===== config.mk =====
export PLATFORM = sky130hd
export DESIGN_NAME = polyline_point_projection_arc_unit
export DESIGN_NICKNAME = d
export VERILOG_FILES = /design/src/sv/ppparc_pkg.sv /design/src/sv/ppparc_mul.sv /design/src/sv/ppparc_div.sv /design/src/sv/ppparc_sqrt.sv /design/src/sv/polyline_point_projection_arc_unit.sv
export SDC_FILE = /design/constraint.sdc
export NUM_CORES = 2
export LEC_CHECK = 0
export BUFFER_PORTS_ARGS = -buffer_cell sky130_fd_sc_hd__buf_2
export CORE_AREA = 2 2 580 582
export DETAILED_ROUTE_END_ITERATION = 12
export DIE_AREA = 0 0 582 584
export SYNTH_ARGS = -nofsm -noshare
export SYNTH_HDL_FRONTEND = slang
export SYNTH_SLANG_ARGS = --single-unit

===== constraint.sdc =====
create_clock -name clk_i -period 13.9 [get_ports clk_i]
set_clock_uncertainty 0.2 [all_clocks]
set_input_delay 2.085 -clock clk_i [delete_from_list [all_inputs] [get_ports clk_i]]
set_output_delay 2.085 -clock clk_i [all_outputs]
set_load 0.02 [all_outputs]

===== src/sv/ppparc_pkg.sv =====
// Shared types and constants for the point-to-polyline projection arc unit.
// Used by the sequencer top level and by the serial arithmetic units.
package ppparc_pkg;

  // Arc length width and saturation limit (unsigned Q40.0).
  localparam int unsigned ARC_W = 40;
  localparam logic [ARC_W-1:0] ARC_MAX = '1;

  // Width of the wide intermediate products and sums.
  localparam int unsigned WIDE_W = 64;

  // Integer square root of a 64-bit value yields 32 result bits.
  localparam int unsigned ROOT_W = 32;

  // Sequencer states.
  typedef enum logic [3:0] {
    ST_IDLE,
    ST_DIFF,
    ST_MUL_GO,
    ST_MUL_RUN,
    ST_TSEL,
    ST_DIV_GO,
    ST_DIV_RUN,
    ST_SQ_GO,
    ST_SQ_RUN,
    ST_PROJ,
    ST_UPDATE,
    ST_FIN
  } state_e;

  // Products taken on the shared serial multiplier, in issue order.
  typedef enum logic [3:0] {
    OP_DXX,
    OP_DYY,
    OP_RXDX,
    OP_RYDY,
    OP_TDX,
    OP_TDY,
    OP_EXX,
    OP_EYY,
    OP_TLEN
  } mul_op_e;

endpackage


===== src/sv/ppparc_mul.sv =====
// Bit-serial shift-add multiplier: one multiplier bit per cycle, 64-bit product.
// Depends on ppparc_pkg for the product width.
module ppparc_mul #(
  parameter int unsigned MW = 25
) (
  input  logic                         clk_i,
  input  logic                         rst_ni,
  input  logic                         start_i,
  input  logic [ppparc_pkg::WIDE_W-1:0] mcand_i,
  input  logic [MW-1:0]                mplier_i,
  output logic                         done_o,
  output logic [ppparc_pkg::WIDE_W-1:0] prod_o
);
  import ppparc_pkg::*;

  localparam int unsigned CNT_W = $clog2(MW + 1);

  logic [WIDE_W-1:0] acc_q, acc_d;
  logic [WIDE_W-1:0] a_q, a_d;
  logic [MW-1:0]     b_q, b_d;
  logic [CNT_W-1:0]  cnt_q, cnt_d;
  logic              run_q, run_d;
  logic              done_q, done_d;

  // One partial product added per cycle, multiplicand shifts up.
  always_comb begin
    acc_d  = acc_q;
    a_d    = a_q;
    b_d    = b_q;
    cnt_d  = cnt_q;
    run_d  = run_q;
    done_d = 1'b0;
    if (start_i) begin
      acc_d = '0;
      a_d   = mcand_i;
      b_d   = mplier_i;
      cnt_d = CNT_W'(MW);
      run_d = 1'b1;
    end else if (run_q) begin
      if (b_q[0]) begin
        acc_d = acc_q + a_q;
      end
      a_d   = a_q << 1;
      b_d   = b_q >> 1;
      cnt_d = cnt_q - 1'b1;
      if (cnt_q == CNT_W'(1)) begin
        run_d  = 1'b0;
        done_d = 1'b1;
      end
    end
  end

  always_ff @(posedge clk_i or negedge rst_ni) begin
    if (!rst_ni) begin
      run_q  <= 1'b0;
      done_q <= 1'b0;
      cnt_q  <= '0;
    end else begin
      run_q  <= run_d;
      done_q <= done_d;
      cnt_q  <= cnt_d;
    end
  end

  always_ff @(posedge clk_i) begin
    acc_q <= acc_d;
    a_q   <= a_d;
    b_q   <= b_d;
  end

  assign done_o = done_q;
  assign prod_o = acc_q;

endmodule


===== src/sv/ppparc_div.sv =====
// Restoring divider for the projection parameter, one quotient bit per cycle.
// Depends on ppparc_pkg for the operand width.
module ppparc_div #(
  parameter int unsigned TW = 16
) (
  input  logic                          clk_i,
  input  logic                          rst_ni,
  input  logic                          start_i,
  input  logic [ppparc_pkg::WIDE_W-1:0] num_i,
  input  logic [ppparc_pkg::WIDE_W-1:0] den_i,
  output logic                          done_o,
  output logic [TW-1:0]                 quot_o
);
  import ppparc_pkg::*;

  localparam int unsigned CNT_W = $clog2(TW + 1);

  logic [WIDE_W-1:0] rem_q, rem_d;
  logic [WIDE_W-1:0] den_q, den_d;
  logic [TW-1:0]     quot_q, quot_d;
  logic [CNT_W-1:0]  cnt_q, cnt_d;
  logic              run_q, run_d;
  logic              done_q, done_d;
  logic [WIDE_W-1:0] rem_sh;

  // Shift the remainder, subtract the divisor when it fits or the top bit fell out.
  always_comb begin
    rem_d  = rem_q;
    den_d  = den_q;
    quot_d = quot_q;
    cnt_d  = cnt_q;
    run_d  = run_q;
    done_d = 1'b0;
    rem_sh = rem_q << 1;
    if (start_i) begin
      rem_d  = num_i;
      den_d  = den_i;
      quot_d = '0;
      cnt_d  = CNT_W'(TW);
      run_d  = 1'b1;
    end else if (run_q) begin
      if (rem_q[WIDE_W-1] || (rem_sh >= den_q)) begin
        rem_d  = rem_sh - den_q;
        quot_d = {quot_q[TW-2:0], 1'b1};
      end else begin
        rem_d  = rem_sh;
        quot_d = {quot_q[TW-2:0], 1'b0};
      end
      cnt_d = cnt_q - 1'b1;
      if (cnt_q == CNT_W'(1)) begin
        run_d  = 1'b0;
        done_d = 1'b1;
      end
    end
  end

  always_ff @(posedge clk_i or negedge rst_ni) begin
    if (!rst_ni) begin
      run_q  <= 1'b0;
      done_q <= 1'b0;
      cnt_q  <= '0;
    end else begin
      run_q  <= run_d;
      done_q <= done_d;
      cnt_q  <= cnt_d;
    end
  end

  always_ff @(posedge clk_i) begin
    rem_q  <= rem_d;
    den_q  <= den_d;
    quot_q <= quot_d;
  end

  assign done_o = done_q;
  assign quot_o = quot_q;

endmodule


===== src/sv/ppparc_sqrt.sv =====
// Digit-by-digit integer square root of a 64-bit value, one result bit per cycle.
// Depends on ppparc_pkg for the operand and root widths.
module ppparc_sqrt (
  input  logic                          clk_i,
  input  logic                          rst_ni,
  input  logic                          start_i,
  input  logic [ppparc_pkg::WIDE_W-1:0] x_i,
  output logic                          done_o,
  output logic [ppparc_pkg::ROOT_W-1:0] root_o
);
  import ppparc_pkg::*;

  localparam int unsigned CNT_W = $clog2(ROOT_W + 1);

  logic [WIDE_W-1:0] x_q, x_d;
  logic [WIDE_W-1:0] res_q, res_d;
  logic [WIDE_W-1:0] bit_q, bit_d;
  logic [CNT_W-1:0]  cnt_q, cnt_d;
  logic              run_q, run_d;
  logic              done_q, done_d;
  logic [WIDE_W-1:0] trial;

  // Each step tries the next result bit against the remaining radicand.
  always_comb begin
    x_d    = x_q;
    res_d  = res_q;
    bit_d  = bit_q;
    cnt_d  = cnt_q;
    run_d  = run_q;
    done_d = 1'b0;
    trial  = res_q + bit_q;
    if (start_i) begin
      x_d   = x_i;
      res_d = '0;
      bit_d = WIDE_W'(1) << (WIDE_W - 2);
      cnt_d = CNT_W'(ROOT_W);
      run_d = 1'b1;
    end else if (run_q) begin
      if (x_q >= trial) begin
        x_d   = x_q - trial;
        res_d = (res_q >> 1) + bit_q;
      end else begin
        res_d = res_q >> 1;
      end
      bit_d = bit_q >> 2;
      cnt_d = cnt_q - 1'b1;
      if (cnt_q == CNT_W'(1)) begin
        run_d  = 1'b0;
        done_d = 1'b1;
      end
    end
  end

  always_ff @(posedge clk_i or negedge rst_ni) begin
    if (!rst_ni) begin
      run_q  <= 1'b0;
      done_q <= 1'b0;
      cnt_q  <= '0;
    end else begin
      run_q  <= run_d;
      done_q <= done_d;
      cnt_q  <= cnt_d;
    end
  end

  always_ff @(posedge clk_i) begin
    x_q   <= x_d;
    res_q <= res_d;
    bit_q <= bit_d;
  end

  assign done_o = done_q;
  assign root_o = res_q[ROOT_W-1:0];

endmodule


===== src/sv/polyline_point_projection_arc_unit.sv =====
// Top level: sequencer and datapath for point-to-polyline projection by arc length.
// Depends on ppparc_pkg, ppparc_mul, ppparc_div and ppparc_sqrt.
//
//   Port group   Dir  tdata                                     tuser          tlast
//   s_axis       in   vertex_x, vertex_y, query_x, query_y      first_vertex   last_vertex
//   m_axis       out  arc_position                              too_short      (none)
//
// A first vertex runs no arithmetic. Every other vertex runs nine products on one
// bit-serial multiplier, a division in the divider when the projection parameter
// lies strictly between 0 and 1, and a square root for the segment length.
// Reset is asynchronous and active low and clears all control and running state.
// The result sits in an output register; a new word is taken only in the idle state
// and only while that register is empty or being taken.
module polyline_point_projection_arc_unit #(
  parameter int unsigned COORD_BITS  = 24,
  parameter int unsigned T_FRAC_BITS = 16
) (
  input  logic clk_i,
  input  logic rst_ni,
  input  logic s_axis_tvalid,
  output logic s_axis_tready,
  // vertex_x, vertex_y, query_x, query_y from bit 0 up, zero padded
  input  logic [((4*COORD_BITS+7)/8)*8-1:0] s_axis_tdata,
  // first_vertex
  input  logic s_axis_tuser,
  // last_vertex
  input  logic s_axis_tlast,
  output logic m_axis_tvalid,
  input  logic m_axis_tready,
  // arc_position
  output logic [ppparc_pkg::ARC_W-1:0] m_axis_tdata,
  // too_short
  output logic m_axis_tuser
);
  import ppparc_pkg::*;

  localparam int unsigned C  = COORD_BITS;
  localparam int unsigned D  = COORD_BITS + 1;
  localparam int unsigned TW = T_FRAC_BITS;
  localparam int unsigned MW = ((COORD_BITS > T_FRAC_BITS) ? COORD_BITS : T_FRAC_BITS) + 1;
  localparam logic [WIDE_W-1:0] HALF  = WIDE_W'(1) << (TW - 1);
  localparam logic [TW:0]       T_ONE = (TW + 1)'(1) << TW;

  state_e  state_q, state_d;
  mul_op_e op_q;

  logic signed [C-1:0] prev_x_q, prev_y_q, qx_q, qy_q, bx_q, by_q;
  logic signed [D-1:0] dx_q, dy_q, rx_q, ry_q;
  logic                last_q;
  logic [WIDE_W-1:0]   len2_q, dot_q, len_q, d2_q, part_q, best_d_q;
  logic signed [WIDE_W-1:0] px_q, py_q;
  logic [WIDE_W-1:0]   ex_q, ey_q;
  logic [TW:0]         t_q;
  logic [ARC_W-1:0]    run_arc_q, best_arc_q;
  logic                have_q;
  logic                out_valid_q, out_short_q;
  logic [ARC_W-1:0]    out_arc_q;

  logic                in_acc, out_free, out_load;
  logic                mul_start, div_start, sq_start;
  logic                mul_done, div_done, sq_done;
  logic [WIDE_W-1:0]   mcand, prod;
  logic [MW-1:0]       mplier;
  logic                neg;
  logic [TW-1:0]       quot;
  logic [ROOT_W-1:0]   root;
  logic [WIDE_W-1:0]   sprod, rnd;
  logic signed [WIDE_W-1:0] off;
  logic signed [WIDE_W-1:0] ex_s, ey_s;
  logic [WIDE_W:0]     run_sum, best_sum;
  logic [D-1:0]        mdx, mdy, mrx, mry;

  // Input fields.
  logic signed [C-1:0] in_vx, in_vy, in_qx, in_qy;
  assign in_vx = s_axis_tdata[C-1:0];
  assign in_vy = s_axis_tdata[2*C-1:C];
  assign in_qx = s_axis_tdata[3*C-1:2*C];
  assign in_qy = s_axis_tdata[4*C-1:3*C];

  assign out_free = !out_valid_q || m_axis_tready;
  assign in_acc   = s_axis_tvalid && s_axis_tready;

  // A result word is loaded on a single-vertex polyline or at the end of a last vertex.
  assign out_load = ((state_q == ST_IDLE) && in_acc && s_axis_tuser && s_axis_tlast) ||
                    ((state_q == ST_FIN) && last_q && out_free);

  // Magnitudes of the segment and query offsets.
  assign mdx = dx_q[D-1] ? D'(-dx_q) : D'(dx_q);
  assign mdy = dy_q[D-1] ? D'(-dy_q) : D'(dy_q);
  assign mrx = rx_q[D-1] ? D'(-rx_q) : D'(rx_q);
  assign mry = ry_q[D-1] ? D'(-ry_q) : D'(ry_q);

  // Operand selection for the shared multiplier.
  always_comb begin
    mcand  = '0;
    mplier = '0;
    neg    = 1'b0;
    case (op_q)
      OP_DXX: begin mcand = WIDE_W'(mdx); mplier = MW'(mdx); end
      OP_DYY: begin mcand = WIDE_W'(mdy); mplier = MW'(mdy); end
      OP_RXDX: begin
        mcand = WIDE_W'(mrx); mplier = MW'(mdx); neg = rx_q[D-1] ^ dx_q[D-1];
      end
      OP_RYDY: begin
        mcand = WIDE_W'(mry); mplier = MW'(mdy); neg = ry_q[D-1] ^ dy_q[D-1];
      end
      OP_TDX:  begin mcand = WIDE_W'(mdx); mplier = MW'(t_q); end
      OP_TDY:  begin mcand = WIDE_W'(mdy); mplier = MW'(t_q); end
      OP_EXX:  begin mcand = ex_q; mplier = ex_q[MW-1:0]; end
      OP_EYY:  begin mcand = ey_q; mplier = ey_q[MW-1:0]; end
      OP_TLEN: begin mcand = len_q; mplier = MW'(t_q); end
      default: begin mcand = '0; mplier = '0; end
    endcase
  end

  ppparc_mul #(.MW(MW)) u_mul (
    .clk_i    (clk_i),
    .rst_ni   (rst_ni),
    .start_i  (mul_start),
    .mcand_i  (mcand),
    .mplier_i (mplier),
    .done_o   (mul_done),
    .prod_o   (prod)
  );

  ppparc_div #(.TW(TW)) u_div (
    .clk_i   (clk_i),
    .rst_ni  (rst_ni),
    .start_i (div_start),
    .num_i   (dot_q),
    .den_i   (len2_q),
    .done_o  (div_done),
    .quot_o  (quot)
  );

  ppparc_sqrt u_sqrt (
    .clk_i   (clk_i),
    .rst_ni  (rst_ni),
    .start_i (sq_start),
    .x_i     (len2_q),
    .done_o  (sq_done),
    .root_o  (root)
  );

  // Signed product, rounded projection offset and saturating sums.
  assign sprod = neg ? (WIDE_W'(0) - prod) : prod;
  assign rnd   = (prod + HALF) >> TW;
  always_comb begin
    off = $signed(rnd);
    if (((op_q == OP_TDX) && dx_q[D-1]) || ((op_q == OP_TDY) && dy_q[D-1])) begin
      off = -$signed(rnd);
    end
  end
  assign ex_s     = WIDE_W'(qx_q) - px_q;
  assign ey_s     = WIDE_W'(qy_q) - py_q;
  assign run_sum  = {{(WIDE_W+1-ARC_W){1'b0}}, run_arc_q} + {1'b0, len_q};
  assign best_sum = {{(WIDE_W+1-ARC_W){1'b0}}, run_arc_q} + {1'b0, part_q};

  // Next state.
  always_comb begin
    state_d = state_q;
    case (state_q)
      ST_IDLE:    if (in_acc && !s_axis_tuser) state_d = ST_DIFF;
      ST_DIFF:    state_d = ST_MUL_GO;
      ST_MUL_GO:  state_d = ST_MUL_RUN;
      ST_MUL_RUN: begin
        if (mul_done) begin
          case (op_q)
            OP_RYDY: state_d = ST_TSEL;
            OP_TDY:  state_d = ST_PROJ;
            OP_TLEN: state_d = ST_UPDATE;
            default: state_d = ST_MUL_GO;
          endcase
        end
      end
      ST_TSEL: begin
        if ((len2_q == '0) || $signed(dot_q) <= 0 || (dot_q >= len2_q)) begin
          state_d = ST_SQ_GO;
        end else begin
          state_d = ST_DIV_GO;
        end
      end
      ST_DIV_GO:  state_d = ST_DIV_RUN;
      ST_DIV_RUN: if (div_done) state_d = ST_SQ_GO;
      ST_SQ_GO:   state_d = ST_SQ_RUN;
      ST_SQ_RUN:  if (sq_done) state_d = ST_MUL_GO;
      ST_PROJ:    state_d = ST_MUL_GO;
      ST_UPDATE:  state_d = ST_FIN;
      ST_FIN:     if (!last_q || out_free) state_d = ST_IDLE;
      default:    state_d = ST_IDLE;
    endcase
  end

  // Handshake and unit start strobes.
  always_comb begin
    s_axis_tready = 1'b0;
    mul_start     = 1'b0;
    div_start     = 1'b0;
    sq_start      = 1'b0;
    case (state_q)
      ST_IDLE:   s_axis_tready = out_free;
      ST_MUL_GO: mul_start = 1'b1;
      ST_DIV_GO: div_start = 1'b1;
      ST_SQ_GO:  sq_start = 1'b1;
      default:   s_axis_tready = 1'b0;
    endcase
  end

  // Control and running state.
  always_ff @(posedge clk_i or negedge rst_ni) begin
    if (!rst_ni) begin
      state_q     <= ST_IDLE;
      op_q        <= OP_DXX;
      prev_x_q    <= '0;
      prev_y_q    <= '0;
      qx_q        <= '0;
      qy_q        <= '0;
      run_arc_q   <= '0;
      best_d_q    <= '1;
      best_arc_q  <= '0;
      have_q      <= 1'b0;
      out_valid_q <= 1'b0;
      out_short_q <= 1'b0;
      out_arc_q   <= '0;
    end else begin
      state_q <= state_d;
      if (out_load) begin
        out_valid_q <= 1'b1;
      end else if (m_axis_tready) begin
        out_valid_q <= 1'b0;
      end
      case (state_q)
        ST_IDLE: begin
          if (in_acc && s_axis_tuser) begin
            qx_q       <= in_qx;
            qy_q       <= in_qy;
            prev_x_q   <= in_vx;
            prev_y_q   <= in_vy;
            run_arc_q  <= '0;
            best_d_q   <= '1;
            best_arc_q <= '0;
            have_q     <= 1'b0;
            if (s_axis_tlast) begin
              out_arc_q   <= '0;
              out_short_q <= 1'b1;
            end
          end
        end
        ST_DIFF: begin
          prev_x_q <= bx_q;
          prev_y_q <= by_q;
          op_q     <= OP_DXX;
        end
        ST_MUL_RUN: begin
          if (mul_done) begin
            case (op_q)
              OP_DXX:  op_q <= OP_DYY;
              OP_DYY:  op_q <= OP_RXDX;
              OP_RXDX: op_q <= OP_RYDY;
              OP_RYDY: op_q <= OP_TDX;
              OP_TDX:  op_q <= OP_TDY;
              OP_TDY:  op_q <= OP_EXX;
              OP_EXX:  op_q <= OP_EYY;
              OP_EYY:  op_q <= OP_TLEN;
              default: op_q <= OP_DXX;
            endcase
          end
        end
        ST_UPDATE: begin
          if (d2_q < best_d_q) begin
            best_d_q   <= d2_q;
            best_arc_q <= (best_sum > {{(WIDE_W+1-ARC_W){1'b0}}, ARC_MAX}) ?
                          ARC_MAX : best_sum[ARC_W-1:0];
          end
          run_arc_q <= (run_sum > {{(WIDE_W+1-ARC_W){1'b0}}, ARC_MAX}) ?
                       ARC_MAX : run_sum[ARC_W-1:0];
          have_q    <= 1'b1;
        end
        ST_FIN: begin
          if (last_q && out_free) begin
            out_arc_q   <= best_arc_q;
            out_short_q <= 1'b0;
          end
        end
        default: begin
          have_q <= have_q;
        end
      endcase
    end
  end

  // Segment datapath registers.
  always_ff @(posedge clk_i) begin
    case (state_q)
      ST_IDLE: begin
        bx_q   <= in_vx;
        by_q   <= in_vy;
        last_q <= s_axis_tlast;
      end
      ST_DIFF: begin
        dx_q <= D'(bx_q) - D'(prev_x_q);
        dy_q <= D'(by_q) - D'(prev_y_q);
        rx_q <= D'(qx_q) - D'(prev_x_q);
        ry_q <= D'(qy_q) - D'(prev_y_q);
        t_q  <= '0;
      end
      ST_MUL_RUN: begin
        if (mul_done) begin
          case (op_q)
            OP_DXX:  len2_q <= prod;
            OP_DYY:  len2_q <= len2_q + prod;
            OP_RXDX: dot_q  <= sprod;
            OP_RYDY: dot_q  <= dot_q + sprod;
            OP_TDX:  px_q   <= WIDE_W'(prev_x_q) - WIDE_W'(dx_q) + off;
            OP_TDY:  py_q   <= WIDE_W'(prev_y_q) - WIDE_W'(dy_q) + off;
            OP_EXX:  d2_q   <= prod;
            OP_EYY:  d2_q   <= d2_q + prod;
            OP_TLEN: part_q <= rnd;
            default: part_q <= part_q;
          endcase
        end
      end
      ST_TSEL: begin
        if ((len2_q == '0) || $signed(dot_q) <= 0) begin
          t_q <= '0;
        end else if (dot_q >= len2_q) begin
          t_q <= T_ONE;
        end
      end
      ST_DIV_RUN: if (div_done) t_q <= {1'b0, quot};
      ST_SQ_RUN:  if (sq_done) len_q <= WIDE_W'(root);
      ST_PROJ: begin
        ex_q <= ex_s[WIDE_W-1] ? (WIDE_W'(0) - ex_s) : ex_s;
        ey_q <= ey_s[WIDE_W-1] ? (WIDE_W'(0) - ey_s) : ey_s;
      end
      default: begin
        last_q <= last_q;
      end
    endcase
  end

  assign m_axis_tvalid = out_valid_q;
  assign m_axis_tdata  = out_arc_q;
  assign m_axis_tuser  = out_short_q;

endmodule

==> out/metrics.yaml <==
routing:
  wl_per_cell_microns: 21.6
  vias: 98000
  postRouteWirelength_microns: 382000
  met1_length_microns: 171000
  vias_per_cell: 5.54
  detail-route-antenna-nets: 0
  dr_wl_met2_microns: 169000
  dr_wl_met3_microns: 21900
  drtPass1Iterations: 8
  topRoutingLayerUsed: "met4"
  dr.first_iter.drc_count: 8719
  drc: 0
placement:
  numPortBuffers: 144
  dp_slack_ns: 4.98
  dp_hpwl_microns: 297000
  place.gp.congestion: 0.969
  placed_area_sq_um: 122000
  placedCellCount: 17300
setup_path:
  max_stage_delay_ns: 0.67
  crit_path_top_delay_cell: "dfxtp_1"
  worstPathArrival_ns: 9.59
  worstPathRequired_ns: 14.31
  ff2ff_setup_slack_ns: 4.73
  cpMostUsedCell: "a21o_1"
  cp-start-kind: "flop"
  critPathMaxFanout: 14
  r2r_cells: 29
  cp-end-kind: "flop"
  crit_type: "flop to flop"
logic_synthesis:
  ys_ff_latch: 1463
  synth_ff_type: "edfxtp_1"
  syn_inst: 13200
  ys_types: 110
  synth.avg_cell_area_sq_um: 8.83
  synthArstFlopShare: 0.213
  ys_seq_area_frac: 0.350
  synth-edff-count: 975
  netlist_area_sq_um: 116000
  ys_warn_count: 0
  syn_nets: 14400
grt:
  grt_pass1_wl_microns: 575000
  grt_max_degree: 144
  grt_usage: 0.218
  grt_overflow: 0
  antenna_found_initial: 18
  grt_pass1_vias: 92600
pwr:
  power_density_nw_per_um2: 260
  ir_worst_vdd_v: 0.000155
  fin_total_pwr_mw: 33.3
  leakagePower_nw: 55.5
timing:
  tightest_slew_ns: 1.30
  rsz0062_at_grt: "no"
  final_hold_viol_count: 0
  fin_crit_ns: 9.17
  fin_tns_setup_ns: 0
  fmax_mhz: 109
  setup_viol: 0
  fin_crit_sh: 0.660
  timing.final.ws_setup_ns: 4.73
  slew-limit-headroom: 0.128
  slew_violations: 0
  whs_ns: 0.273
layout:
  drive_gt1_frac: 0.0628
  fin_nets: 14400
  nFillCells: 33400
  final_cell_mix: "nand2_1 (1309), a21oi_1 (1147), nor2_1 (1037)"
  areaGrowthSynthToFinish_pct: 10.1
  final_common_cell: "nand2_1"
  final_area_sq_um: 128000
  fin_util: 0.385
  finalNonFillerCells: 17700
die:
  fp.coreArea_sq_um: 333000
  initial_core_util: 0.350
  row_count: 212
  die_h_microns: 584
  ios: 145
  fp.dieW_microns: 582
  die_area_sq_um: 340000
clocking:
  hold_buffers: 0
  clk_path_buf_depth: 4
  clk_latency_ns: 0.89
  cts_root_buf: "clkbuf_16"
  h-tree-depth: 4
  ctsResizeCount: 0
  postCtsSetupRepairBufs: 0
  cts_tree: "yes"
  clk_pin_slew_worst_paths_ns: 0.06
  cts_num_sinks: 1463
  cts_buffers: 182
run_status:
  status: "completed"
hold_path:
  hold_path_class: "flop to flop"
  hold_depth: 0
flow_run:
  drv_cap: 0
-- path summary, 6_finish.rpt --
path,start,to
min in group asynchronous,rst_ni,run_arc_q[35]
hold / removal,u_sqrt.res_q[0],len_q[0]
setup reg to reg,u_mul.prod_o[16],px_q[62]
setup / recovery,u_mul.prod_o[16],px_q[62]
max in group asynchronous,rst_ni,u_div.cnt_q[4]
hold reg to reg,u_sqrt.res_q[0],len_q[0]
-- flip-flops by register name, indices dropped and copies added, names as in the netlist, 32 cells and up --
name and flops:
u_sqrt.res_q 64, d2_q 64, py_q 64, run_arc_q 40, u_mul.prod_o 64, len2_q 64
px_q 64, ey_q 64, u_sqrt.bit_q 32, u_div.den_q 64, best_arc_q 40, len_q 32
best_d_q 64, part_q 48, u_sqrt.x_q 64, ex_q 64, u_div.rem_q 64, u_mul.a_q 64
m_axis_tdata 40, dot_q 64
-- critical path: cells and delay by family, from the launching register on --
| kind | cells | cell delay (ns) |
|---|---|---|
| adder cells (fa/ha/maj) | 3 | 1.22 |
| flip-flops | 1 | 0.67 |
| AO/OA/AOI/OAI | 14 | 3.29 |
| XOR/XNOR | 3 | 0.63 |
| AND/OR/NAND/NOR | 9 | 2.95 |
-- metal layers --
metal  global-route usage  up-vias
li1                     -    47700
met1                0.296    46700
met2                0.349     2888
met3               0.0244      638
met4               0.0991        0
met5                    0        -
-- cell usage after synthesis, types with 157 or more instances --
library cell  number  area, sq um
a21o_1           486         3650
a21oi_1         1150         5760
a31oi_1          229         1430
clkbuf_1         459         1720
dfrtp_1          248         6210
dfxtp_1          176         3520
edfxtp_1         975        29300
ha_1            1018        12700
inv_1            919         3450
nand2_1         1315         4940
nand3_1          236         1180
nand4_1          157          982
nor2_1          1045         3920
nor2b_1          174         1090
nor3_1           224         1120
o21ai_0          920         4600
xnor2_1          693         6070
xor2_1           444         3890
-- cell families after synthesis --
family,after synthesis,share of synthesized area
AO/OA/AOI/OAI,4013,0.219
adder cells (fa/ha/maj),1158,0.134
buffers and inverters,1423,0.0461
AND/OR/NAND/NOR,3878,0.156
multiplexers,111,0.00961
flip-flops,1463,0.350
XOR/XNOR,1137,0.0856
-- report_power, final --
group          switching (mW)  leakage [nW]  internal [mW]
Clock                    2.07          3.04           2.94
Combinational            12.3          38.1           8.04
Sequential               1.24          14.4           6.72
Total                    15.6          55.5           17.7
-- final cells by class --
| cell class | count | area (sq um) | share of cell area |
|---|---|---|---|
| tap | 4387 | 5490 | 0.0428 |
| clock inverter | 90 | 880 | 0.00686 |
| inverter | 920 | 3460 | 0.0270 |
| clock buffer | 242 | 5280 | 0.0412 |
| sequential | 1463 | 40700 | 0.318 |
| timing repair buffer | 276 | 1750 | 0.0136 |
| multi-input combinational | 10300 | 70600 | 0.551 |
| antenna | 10 | 25.0 | 0.000195 |
Power figures use the tool's default switching activity.
